## src/rtl/svh_pkg.sv

```systemverilog
`default_nettype none
package svh_pkg;

   // item field widths fixed by the interface
   localparam int ACT_W = 2;
   localparam int QC_W  = 4;
   localparam int TQ_W  = 4;
   localparam int IDX_W = 10;

   // action codes
   localparam logic [ACT_W-1:0] ACT_GROUND  = 2'd0;
   localparam logic [ACT_W-1:0] ACT_HAD_ONE = 2'd1;
   localparam logic [ACT_W-1:0] ACT_HAD_ALL = 2'd2;
   localparam logic [ACT_W-1:0] ACT_READ    = 2'd3;

   // 1/sqrt2 in Q0.30, rounded
   localparam int              K_W        = 30;
   localparam logic [K_W-1:0]  RSQRT2_Q30 = 30'd759250125;
   localparam int              RND_SHIFT  = 30;

   typedef struct packed {
      logic valid;
      logic sub;
   } svh_op_type;

   typedef struct packed {
      logic busy;
      logic sat;
   } svh_stat_type;

endpackage
`default_nettype wire

```

## src/rtl/svh_bfly_unit.sv

```systemverilog
`default_nettype none
module svh_bfly_unit #(
   parameter int FRAC_BITS = 16,
   parameter int ADDR_W    = 10
) (
   input  logic                        clock,
   input  logic                        reset,
   input  svh_pkg::svh_op_type         op,
   input  logic [ADDR_W-1:0]           op_addr,
   input  logic signed [FRAC_BITS+1:0] a_re,
   input  logic signed [FRAC_BITS+1:0] a_im,
   input  logic signed [FRAC_BITS+1:0] b_re,
   input  logic signed [FRAC_BITS+1:0] b_im,
   output logic                        wr_en,
   output logic [ADDR_W-1:0]           wr_addr,
   output logic signed [FRAC_BITS+1:0] wr_re,
   output logic signed [FRAC_BITS+1:0] wr_im,
   output svh_pkg::svh_stat_type       stat
);
   import svh_pkg::*;

   localparam int AMP_W  = FRAC_BITS + 2;
   localparam int SUM_W  = AMP_W + 1;
   localparam int PROD_W = SUM_W + K_W;
   localparam int RES_W  = PROD_W - RND_SHIFT;
   localparam logic [PROD_W-1:0] ROUND_HALF = PROD_W'(1) << (RND_SHIFT - 1);
   localparam logic [RES_W-1:0]  MIN_MAG    = RES_W'(1) << (AMP_W - 1);
   localparam logic [AMP_W-1:0]  AMP_MIN    = {1'b1, {(AMP_W-1){1'b0}}};
   localparam logic [AMP_W-1:0]  AMP_MAX    = {1'b0, {(AMP_W-1){1'b1}}};

   // stage A: exact sum or difference
   logic                    sa_vld_ff, sa_vld_in;
   logic [ADDR_W-1:0]       sa_addr_ff;
   logic signed [SUM_W-1:0] sa_re_ff, sa_re_in;
   logic signed [SUM_W-1:0] sa_im_ff, sa_im_in;

   // stage B: magnitude times 1/sqrt2
   logic                    sb_vld_ff;
   logic [ADDR_W-1:0]       sb_addr_ff;
   logic [PROD_W-1:0]       pb_re_ff, pb_re_in;
   logic [PROD_W-1:0]       pb_im_ff, pb_im_in;
   logic                    nb_re_ff, nb_im_ff;
   logic [SUM_W-1:0]        mag_re, mag_im;

   logic [AMP_W:0]          res_re, res_im;

   // round half away from zero at bit 30, then clip; top bit flags a clip
   function automatic logic [AMP_W:0] round_sat(input logic [PROD_W-1:0] prod,
                                                input logic neg);
      logic [PROD_W-1:0] rsum;
      logic [RES_W-1:0]  mag;
      logic [AMP_W-1:0]  val;
      logic              clip;
      rsum = prod + ROUND_HALF;
      mag  = rsum[PROD_W-1:RND_SHIFT];
      if (neg) begin
         clip = mag > MIN_MAG;
         val  = clip ? AMP_MIN : AMP_W'(RES_W'(0) - mag);
      end else begin
         clip = mag >= MIN_MAG;
         val  = clip ? AMP_MAX : AMP_W'(mag);
      end
      return {clip, val};
   endfunction

   always_comb begin
      sa_vld_in = op.valid;
      if (op.sub) begin
         sa_re_in = SUM_W'(a_re) - SUM_W'(b_re);
         sa_im_in = SUM_W'(a_im) - SUM_W'(b_im);
      end else begin
         sa_re_in = SUM_W'(a_re) + SUM_W'(b_re);
         sa_im_in = SUM_W'(a_im) + SUM_W'(b_im);
      end
   end

   always_comb begin
      mag_re   = sa_re_ff[SUM_W-1] ? $unsigned(-sa_re_ff) : $unsigned(sa_re_ff);
      mag_im   = sa_im_ff[SUM_W-1] ? $unsigned(-sa_im_ff) : $unsigned(sa_im_ff);
      pb_re_in = mag_re * RSQRT2_Q30;
      pb_im_in = mag_im * RSQRT2_Q30;
   end

   always_ff @(posedge clock) begin
      if (reset) begin
         sa_vld_ff <= 1'b0;
         sb_vld_ff <= 1'b0;
      end else begin
         sa_vld_ff <= sa_vld_in;
         sb_vld_ff <= sa_vld_ff;
      end
   end

   always_ff @(posedge clock) begin
      sa_addr_ff <= op_addr;
      sa_re_ff   <= sa_re_in;
      sa_im_ff   <= sa_im_in;
      sb_addr_ff <= sa_addr_ff;
      pb_re_ff   <= pb_re_in;
      pb_im_ff   <= pb_im_in;
      nb_re_ff   <= sa_re_ff[SUM_W-1];
      nb_im_ff   <= sa_im_ff[SUM_W-1];
   end

   assign res_re    = round_sat(pb_re_ff, nb_re_ff);
   assign res_im    = round_sat(pb_im_ff, nb_im_ff);

   assign wr_en     = sb_vld_ff;
   assign wr_addr   = sb_addr_ff;
   assign wr_re     = $signed(res_re[AMP_W-1:0]);
   assign wr_im     = $signed(res_im[AMP_W-1:0]);
   assign stat.busy = sa_vld_ff | sb_vld_ff;
   assign stat.sat  = sb_vld_ff & (res_re[AMP_W] | res_im[AMP_W]);

endmodule
`default_nettype wire

```

## config.mk

```make
export PLATFORM = sky130hd
export DESIGN_NAME = svh_bfly_unit
export DESIGN_NICKNAME = d
export VERILOG_FILES = /design/src/rtl/svh_pkg.sv /design/src/rtl/svh_bfly_unit.sv
export SDC_FILE = /design/constraint.sdc
export NUM_CORES = 1
export LEC_CHECK = 0
export BUFFER_PORTS_ARGS = -buffer_cell sky130_fd_sc_hd__buf_2
export CORE_MARGIN = 2
export CORE_UTILIZATION = 55
export CTS_CLUSTER_SIZE = 20
export DETAILED_ROUTE_END_ITERATION = 12
export PLACE_DENSITY = 0.78
export SLEW_MARGIN = 20
export SYNTH_ARGS = -nofsm -noshare
export SYNTH_HDL_FRONTEND = slang
export SYNTH_SLANG_ARGS = --single-unit
```

## constraint.sdc

```tcl
create_clock -name clock -period 11.34 [get_ports clock]
set_clock_uncertainty 0.05 [all_clocks]
set_input_delay 0.567 -clock clock [delete_from_list [all_inputs] [get_ports clock]]
set_output_delay 0.567 -clock clock [all_outputs]
set_load 0.005 [all_outputs]
```

==> impl_metrics.toml, run 1 <==
[critical_path]
crit_path_end_kind = "flop"
maximum_fanout_along_the_worst_path = 8
r2r_slack_ns = 2.23
critical_path.n_buffers_inverters = 4
crit_family = "adder cells"
crit_cells = 27
endpoint = "pb_re_ff[48]$_DFF_P_"
setup.worst_path.class = "reg -> reg"
worst_setup_path_start_kind = "flop"
worstPathArrival_ns = 9.30
critical_path.slowest_cell = "sky130_fd_sc_hd__or4b_1"
timing.rr.start = "sa_re_ff[0]$_DFF_P_"
worst_setup_path_startpoint = "sa_re_ff[0]$_DFF_P_"
critPathMaxStageDelay_ns = 0.67
worst_ep_required_time_ns = 11.53
regToRegEndpoint = "pb_re_ff[48]$_DFF_P_"
path_depth_of_the_worst_reg2reg_path = 27

[routing]
route.antenna.remaining_nets = 0
average_vias_per_placed_instance = 5.426
remaining_drc_errors = 0
drtIter0Drc = 921
detail_route.first_pass.iterations = 7
detailroute.via_count = 18320
wl_per_cell_microns = 17.16
postRouteWirelength_microns = 57920

[clocking]
cts_root_buf = "sky130_fd_sc_hd__clkbuf_16"
number_of_buffers_added_by_the_clock_tree_synthesis_step = 9
cts-resized-gates = 0
ctsHoldBuffers = 0
tritoncts_num_sinks = 102
clk_pin_slew_ns = 0.07
tritoncts = "built"
htree_num_levels = 3
clock_latency_ns = 0.38
maximum_root_to_sink_buffer_count = 2
cts_post_setup_buffers_inserted = 0

[synth]
synth_area_leaders = "sky130_fd_sc_hd__fa_1 28%, sky130_fd_sc_hd__ha_1 25%, sky130_fd_sc_hd__inv_1 9.6%"
gate_count_post_synth = 2653
synth_area_per_cell_sq_um = 9.155
ys.warnings.count = 0
ys_seq_elements = 102
synth_cell_types = 69
number_of_flops_mapped_to_enable_cells_by_yosys = 0
yosysTopAreaCell = "sky130_fd_sc_hd__fa_1"
synth-seq-area-share_pct = 8.407
post_synth_instance_area_sq_mm = 0.02429
postSynth.asyncResetShare_pct = 0
synthFlopType = "sky130_fd_sc_hd__dfxtp_1"
synth_largest_type_area_fraction_pct = 27.94

[timing]
final-hold-violation-count = 0
timing.final.max_slew_violations = 0
worstMarginPinSlew_ns = 1.035
finalSetupTns_ns = 0
report.final.setup_viol = 0
timing.fmax_mhz = 109.8
unrepaired_setup_endpoints_after_global_routing = "no"
timing.final.crit_share_pct = 80.30
slew_headroom_pct = 30.48
post-route-min-period_ns = 9.106

[global_routing]
grt_antenna_before_repair = 2
grt_first_pass_wirelength_microns = 95030
top_usage_layer = "met2"
grt.total_usage_pct = 25.77
grt_util_met3_pct = 3.830
gr-usage-met2_pct = 42.39
total_grt_overflow = 0
gr-usage-met1_pct = 35.13
grt_pass1_vias = 19010
grt_start_max_net_pins = 39

[floorplan]
placeableCoreArea_sq_mm = 0.04336
placement_rows = 76
top_level_ports = 135
die_area_sq_mm = 0.04586
dieHeight_microns = 214.1
floorplan.initialDensity_pct = 56.01
die_w_microns = 214.1

[final_layout]
final_layout_size_suffix_gt1_share_pct = 7.240
layout_commonest_cell = "sky130_fd_sc_hd__inv_1"
final_cell_mix = "619 x sky130_fd_sc_hd__inv_1, 491 x sky130_fd_sc_hd__ha_1, 339 x sky130_fd_sc_hd__fa_1"
layout-area-overhead-vs-synth_pct = 7.120
num-nets-final = 3701

[outcome]
run_status = "complete, no violations"

[place]
port_buffers = 134
finalWeightedCongestion = 0.9735
hpwl_microns = 51450

[min_path]
min-delay-path-class = "in -> reg"

[run]
max-cap-violations = 0
[worst register-to-register path: cells and delay by family (launching register included)]
kind | cells | cell delay [ns]
and+or+nand+nor | 7 | 2.49
buffers and inverters | 4 | 0.69
DFF | 1 | 0.41
AOI/OAI and AO/OA | 6 | 1.85
adders and majority gates | 8 | 3.20
xor gates and xnor gates | 2 | 0.30
[layout make-up]
class                           instances  area [sq um]
Multi-Input combinational cell       1900         19790
Timing Repair Buffer                  152         805.8
Inverter                              620          2332
Antenna cell                            1         2.502
Fill cell                            3796         17340
Clock buffer                           10         239.0
Sequential cell                       102          2042
Tap cell                              585         732.0
Clock inverter                          6         75.07
[how the worst min path moves through the flow]
stage | startpoint | to | slack (ns) | depth (start not counted)
finish | op_addr[0] | sa_addr_ff[0]$_DFF_P_ | 0.23 | 1
global route | op_addr[5] | sa_addr_ff[5]$_DFF_P_ | 0.21 | 1
CTS | op_addr[5] | sa_addr_ff[5]$_DFF_P_ | 0.21 | 1
detailed placement | sa_addr_ff[7]$_DFF_P_ | wr_addr[7]$_DFF_P_ | 0.27 | 0
floorplan | sa_addr_ff[0]$_DFF_P_ | wr_addr[0]$_DFF_P_ | 0.26 | 0
global placement | sa_addr_ff[6]$_DFF_P_ | wr_addr[6]$_DFF_P_ | 0.26 | 0
[sequential cells by signal (all words and copies together) (netlist names)]
signal	flops
pb_re_ff	20
nb_im_ff	1
wr_addr	10
sa_vld_ff	1
pb_im_ff	20
sa_im_ff	19
wr_en	1
nb_re_ff	1
sa_addr_ff	10
sa_re_ff	19
[cell usage after synthesis, drive strengths merged (8+ instances only)]
cell type and number:
fa 339, dfxtp 102, o21bai 15, nor4 11, a311oi 8, mux2i 9
or2 18, and3 22, a21boi 9, nand3 47, o21ai 81, xnor2 147
nand2b 18, ha 491, nor3 45, a21o 66, o31ai 12, and2 14
clkbuf 29, a21oi 102, nor2b 19, a31oi 18, inv 619, nor2 109
nand4 21, xor2 51, a22oi 12, nand2 81, a211oi 16, or3 12
o21a 11
[per-layer routing]
| metal | vias to the layer above | routed length [microns] |
|---|---|---|
| met5 | - | 12 |
| met4 | 2 | 1538 |
| met3 | 80 | 2922 |
| met2 | 440 | 26670 |
| met1 | 8864 | 26780 |
| li1 | 8932 | - |
[cells by family (layout without fill, tap and decap cells)]
logic type                 count (synthesis)  after routing  synth area share (%)
other                                      2              5               0.03092
muxes                                     12             12                0.5100
AOI/OAI and AO/OA                        407            407                 10.94
adders and majority gates                830            830                 53.24
and+or+nand+nor                          449            449                 9.515
buffers and inverters                    653            788                 10.15
xor gates and xnor gates                 198            198                 7.217
DFF                                      102            102                 8.407
[stage by stage]
step           hold WS, ns  cell area, sq um  setup WS (ns)  utilization (%)  instances
2_1_floorplan       0.2596             24300          3.434                -       2655
3_3_place_gp        0.2600             25700          2.584            59.27       3359
3_5_place_dp        0.2678             25700          2.320            59.27       3359
4_1_cts             0.2057             26020          2.294            60.00       3375
5_1_grt             0.2076             26020          1.688            60.00       3375
6_report            0.2294             26020          2.234            60.00       3376
Power of run 1 is left out: the tool's default activity adds up to more than one toggle a clock period on the data nets, which glitch-free logic cannot reach.
==> run 2: changes to the inputs <==
==> constraint.sdc (replaced) <==
create_clock -name clock -period 8.95 [get_ports clock]
set_clock_uncertainty 0.05 [all_clocks]
set_input_delay 0.4475 -clock clock [delete_from_list [all_inputs] [get_ports clock]]
set_output_delay 0.4475 -clock clock [all_outputs]
set_load 0.005 [all_outputs]
==> impl_metrics.toml, run 2 (synthesized netlist as in run 1, its figures left out) <==
[global_routing]
grt_pass1_vias = 19380
grt.total_usage_pct = 26.32
total_grt_overflow = 0
grt_antenna_before_repair = 2
grt_first_pass_wirelength_microns = 97440
grt_start_max_net_pins = 39

[routing]
wl_met3_microns = 3404
detail_route.first_pass.iterations = 5
drtIter0Drc = 883
average_vias_per_placed_instance = 5.473
remaining_drc_errors = 0
detailroute.via_count = 18540
postRouteWirelength_microns = 58750
top_layer = "met4"
wl_met1_microns = 26440
route.antenna.remaining_nets = 0
wl_met2_microns = 27240
wl_per_cell_microns = 17.34

[timing]
unrepaired_setup_endpoints_after_global_routing = "no"
report.final.setup_viol = 0
timing.final.max_slew_violations = 0
final-hold-violation-count = 0
timing.final.crit_share_pct = 95.11
slew_headroom_pct = 31.46
post-route-min-period_ns = 8.512
post-route-worst-setup-slack_ns = 0.4379
worstMarginPinSlew_ns = 1.019
holdWs_ns = 0.1077
finalSetupTns_ns = 0
timing.fmax_mhz = 117.5

[run]
max-cap-violations = 0

[final_layout]
largestRegisters = "pb_im_ff x20, pb_re_ff x20"
final_cell_mix = "619 x sky130_fd_sc_hd__inv_1, 491 x sky130_fd_sc_hd__ha_1, 339 x sky130_fd_sc_hd__fa_1"
layout_commonest_cell = "sky130_fd_sc_hd__inv_1"
fillCellCount = 3719
num-nets-final = 3714
final_layout_size_suffix_gt1_share_pct = 7.637
layout-area-overhead-vs-synth_pct = 7.346

[place]
port_buffers = 134
hpwl_microns = 52270
finalWeightedCongestion = 0.9761
preCtsSetupSlack_ns = 0.5904

[critical_path]
worst_setup_path_start_kind = "flop"
crit_path_end_kind = "flop"
worst_ep_required_time_ns = 9.16
maximum_fanout_along_the_worst_path = 6
setup.worst_path.class = "reg -> reg"
worstPathArrival_ns = 8.73

[clocking]
number_of_buffers_added_by_the_clock_tree_synthesis_step = 9
cts_post_setup_buffers_inserted = 0
tritoncts_num_sinks = 102
ctsHoldBuffers = 0
clock_latency_ns = 0.38
htree_num_levels = 3
maximum_root_to_sink_buffer_count = 2
cts-resized-gates = 0
cts_root_buf = "sky130_fd_sc_hd__clkbuf_16"
clk_pin_slew_ns = 0.07
tritoncts = "built"

[floorplan]
placement_rows = 76
top_level_ports = 135
dieHeight_microns = 214.1
die_area_sq_mm = 0.04586
die_w_microns = 214.1
floorplan.initialDensity_pct = 56.01
placeableCoreArea_sq_mm = 0.04336

[outcome]
run_status = "complete, no violations"

[min_path]
min-delay-path-class = "in -> reg"
run 2: area by class of cell:
cell class              instances  area, sq um  area share (%)
well taps                     585        732.0           2.807
flip-flops and latches        102         2042           7.832
repair buffers                165        903.4           3.465
clock inverters                 6        46.29          0.1776
multi-input cells            1900        19790           75.90
inverters                     620         2332           8.945
clock buffers                   9        225.2          0.8638
diodes                          1        2.502        0.009598
run 2: metal layers:
layer  GRT usage (%)  vias up
met5               0        -
met4           8.032        0
met3           3.986       95
met2           43.76      538
met1           35.50     8947
li1                -     8961
run 2: critical path, cell delays in order, from the launching register on:
cell	delay [ns]
sky130_fd_sc_hd__dfxtp_1	0.34
sky130_fd_sc_hd__or4_1	0.60
sky130_fd_sc_hd__nor4_1	0.30
sky130_fd_sc_hd__nand3_1	0.19
sky130_fd_sc_hd__o31a_1	0.29
sky130_fd_sc_hd__xor2_1	0.59
sky130_fd_sc_hd__ha_1	0.44
sky130_fd_sc_hd__fa_1	0.54
sky130_fd_sc_hd__inv_1	0.06
sky130_fd_sc_hd__fa_1	0.54
sky130_fd_sc_hd__inv_1	0.06
sky130_fd_sc_hd__fa_1	0.54
sky130_fd_sc_hd__inv_1	0.06
sky130_fd_sc_hd__fa_1	0.51
sky130_fd_sc_hd__fa_1	0.55
sky130_fd_sc_hd__inv_1	0.05
sky130_fd_sc_hd__ha_1	0.32
sky130_fd_sc_hd__o21a_1	0.18
sky130_fd_sc_hd__o2111ai_1	0.39
sky130_fd_sc_hd__nand3_1	0.25
sky130_fd_sc_hd__o311a_1	0.43
sky130_fd_sc_hd__a311oi_1	0.49
sky130_fd_sc_hd__o21ai_0	0.23
sky130_fd_sc_hd__a41o_1	0.29
sky130_fd_sc_hd__xor2_1	0.13
run 2: path summary, 6_finish.rpt:
| check | start | endpoint | slack, ns | cells past startpoint |
|---|---|---|---|---|
| min reg2reg | sa_addr_ff[4]$_DFF_P_ | wr_addr[4]$_DFF_P_ | 0.28 | 0 |
| min | op_addr[1] | sa_addr_ff[1]$_DFF_P_ | 0.11 | 1 |
| max | sa_im_ff[9]$_DFF_P_ | pb_im_ff[41]$_DFF_P_ | 0.44 | 24 |
| max reg2reg | sa_im_ff[9]$_DFF_P_ | pb_im_ff[41]$_DFF_P_ | 0.44 | 24 |
run 2: per-stage QoR:
step,std cells,area [sq um],util [%]
2_1_floorplan,2655,24300,-
3_3_place_gp,3372,25800,59.50
3_5_place_dp,3372,25800,59.50
4_1_cts,3387,26070,60.12
5_1_grt,3388,26070,60.13
6_report,3388,26070,60.13
Power of run 2 is left out for the same reason.
==> run 3: changes to the inputs <==
--- a/config.mk
+++ b/config.mk
@@ -10,7 +10,7 @@
 export CORE_UTILIZATION = 55
 export CTS_CLUSTER_SIZE = 20
 export DETAILED_ROUTE_END_ITERATION = 12
-export PLACE_DENSITY = 0.78
+export PLACE_DENSITY = 0.81
 export SLEW_MARGIN = 20
 export SYNTH_ARGS = -nofsm -noshare
 export SYNTH_HDL_FRONTEND = slang
==> constraint.sdc (replaced) <==
create_clock -name clock -period 7.7 [get_ports clock]
set_clock_uncertainty 0.05 [all_clocks]
set_input_delay 0.385 -clock clock [delete_from_list [all_inputs] [get_ports clock]]
set_output_delay 0.385 -clock clock [all_outputs]
set_load 0.005 [all_outputs]
==> impl_metrics.toml, run 3 (synthesized netlist as in run 1, its figures left out) <==
[routing]
postRouteWirelength_microns = 61430
detailroute.via_count = 18800
average_vias_per_placed_instance = 5.481
wl_per_cell_microns = 17.91
drtIter0Drc = 1082
detail_route.first_pass.iterations = 5
remaining_drc_errors = 0
route.antenna.remaining_nets = 0

[clocking]
tritoncts = "built"
ctsHoldBuffers = 0
clk_pin_slew_ns = 0.07
cts_root_buf = "sky130_fd_sc_hd__clkbuf_16"
tritoncts_num_sinks = 102
maximum_root_to_sink_buffer_count = 2
clock_latency_ns = 0.38
htree_num_levels = 3
number_of_buffers_added_by_the_clock_tree_synthesis_step = 9

[timing]
timing.fmax_mhz = 131.0
timing.final.max_slew_violations = 0
worstMarginPinSlew_ns = 1.206
holdWs_ns = 0.05033
timing.final.crit_share_pct = 99.11
finalSetupTns_ns = 0
slew_headroom_pct = 19.03
unrepaired_setup_endpoints_after_global_routing = "yes"
report.final.setup_viol = 0
post-route-min-period_ns = 7.632
final-hold-violation-count = 0

[min_path]
hold-path-cell-count = 1
min-delay-path-class = "in -> reg"

[global_routing]
grt_antenna_before_repair = 1
grt_first_pass_wirelength_microns = 99750
grt_pass1_vias = 19920
grt.total_usage_pct = 26.97
total_grt_overflow = 0
grt_start_max_net_pins = 39

[critical_path]
worst_ep_required_time_ns = 7.90
maximum_fanout_along_the_worst_path = 4
worst_setup_path_start_kind = "flop"
crit_path_end_kind = "flop"
critPathMaxStageDelay_ns = 0.58
r2r_slack_ns = 0.07
setup.worst_path.class = "reg -> reg"
critical_path.slowest_cell = "sky130_fd_sc_hd__or4b_4"
worstPathArrival_ns = 7.83
path_depth_of_the_worst_reg2reg_path = 28

[floorplan]
dieHeight_microns = 214.1
placement_rows = 76
die_area_sq_mm = 0.04586
placeableCoreArea_sq_mm = 0.04336
top_level_ports = 135
floorplan.initialDensity_pct = 56.01
die_w_microns = 214.1

[final_layout]
final_layout_size_suffix_gt1_share_pct = 11.22
final_cell_mix = "612 x sky130_fd_sc_hd__inv_1, 484 x sky130_fd_sc_hd__ha_1, 337 x sky130_fd_sc_hd__fa_1"
final_util_pct = 61.90
num-nets-final = 3755
fillCellCount = 3611
largestRegisters = "pb_im_ff x20, pb_re_ff x20"
antenna_cells = 0
layout-area-overhead-vs-synth_pct = 10.51
layout.cell_area.non_filler_sq_mm = 0.02684
layout_commonest_cell = "sky130_fd_sc_hd__inv_1"

[run]
max-cap-violations = 0

[place]
hpwl_microns = 54170
finalWeightedCongestion = 0.9643
port_buffers = 134
post_dp_cell_area_sq_mm = 0.02603

[outcome]
run_status = "complete, no violations"
## run 3: stage by stage
stage	worst slack, ns	std cells
3_5_place_dp	-0.2446	3401
5_1_grt	-0.2249	3429
6_report	0.06842	3429
2_1_floorplan	0.03336	2655
4_1_cts	0.001250	3417
3_3_place_gp	0.07564	3401
## run 3: final timing paths
check / start / end
max: sa_re_ff[0]$_DFF_P_ / pb_re_ff[48]$_DFF_P_
min: op_addr[4] / sa_addr_ff[4]$_DFF_P_
max reg2reg: sa_re_ff[0]$_DFF_P_ / pb_re_ff[48]$_DFF_P_
min reg2reg: sa_addr_ff[3]$_DFF_P_ / wr_addr[3]$_DFF_P_
## run 3: metal layers
metal  track usage [%]  vias up  wire, microns
met1             35.72     9094          27380
met2             45.98      550          29000
met5                 0        -              0
met4             7.546        0           1508
li1                  -     9049              -
met3             4.057      102           3545
## run 3: critical path, delay by kind of cell (launching register included)
kind / cells / cell delay [ns]
buf+inv: 6 / 0.57
xor+xnor: 2 / 0.29
simple gates: 8 / 2.62
compound gates: 4 / 0.77
flops: 1 / 0.34
fa+ha+maj: 8 / 2.87
## run 3: layout make-up
| cell class | instances | area, sq um | area share [%] |
|---|---|---|---|
| clock buffers | 9 | 225.2 | 0.8390 |
| flip-flops and latches | 102 | 2043 | 7.612 |
| clock inverters | 7 | 106.4 | 0.3962 |
| multi-input cells | 1900 | 20180 | 75.20 |
| inverters | 620 | 2336 | 8.703 |
| well taps | 585 | 732.0 | 2.727 |
| repair buffers | 206 | 1215 | 4.526 |
## run 3: what timing repair did
item | in CTS | in global routing
setup buffers | 0 | 12
pin swaps | 1 | 22
endpoints found under the hold margin | 0 | 0
resized for setup | 11 | 67
endpoints found under the setup margin | 21 | 29
Power of run 3 is left out for the same reason.
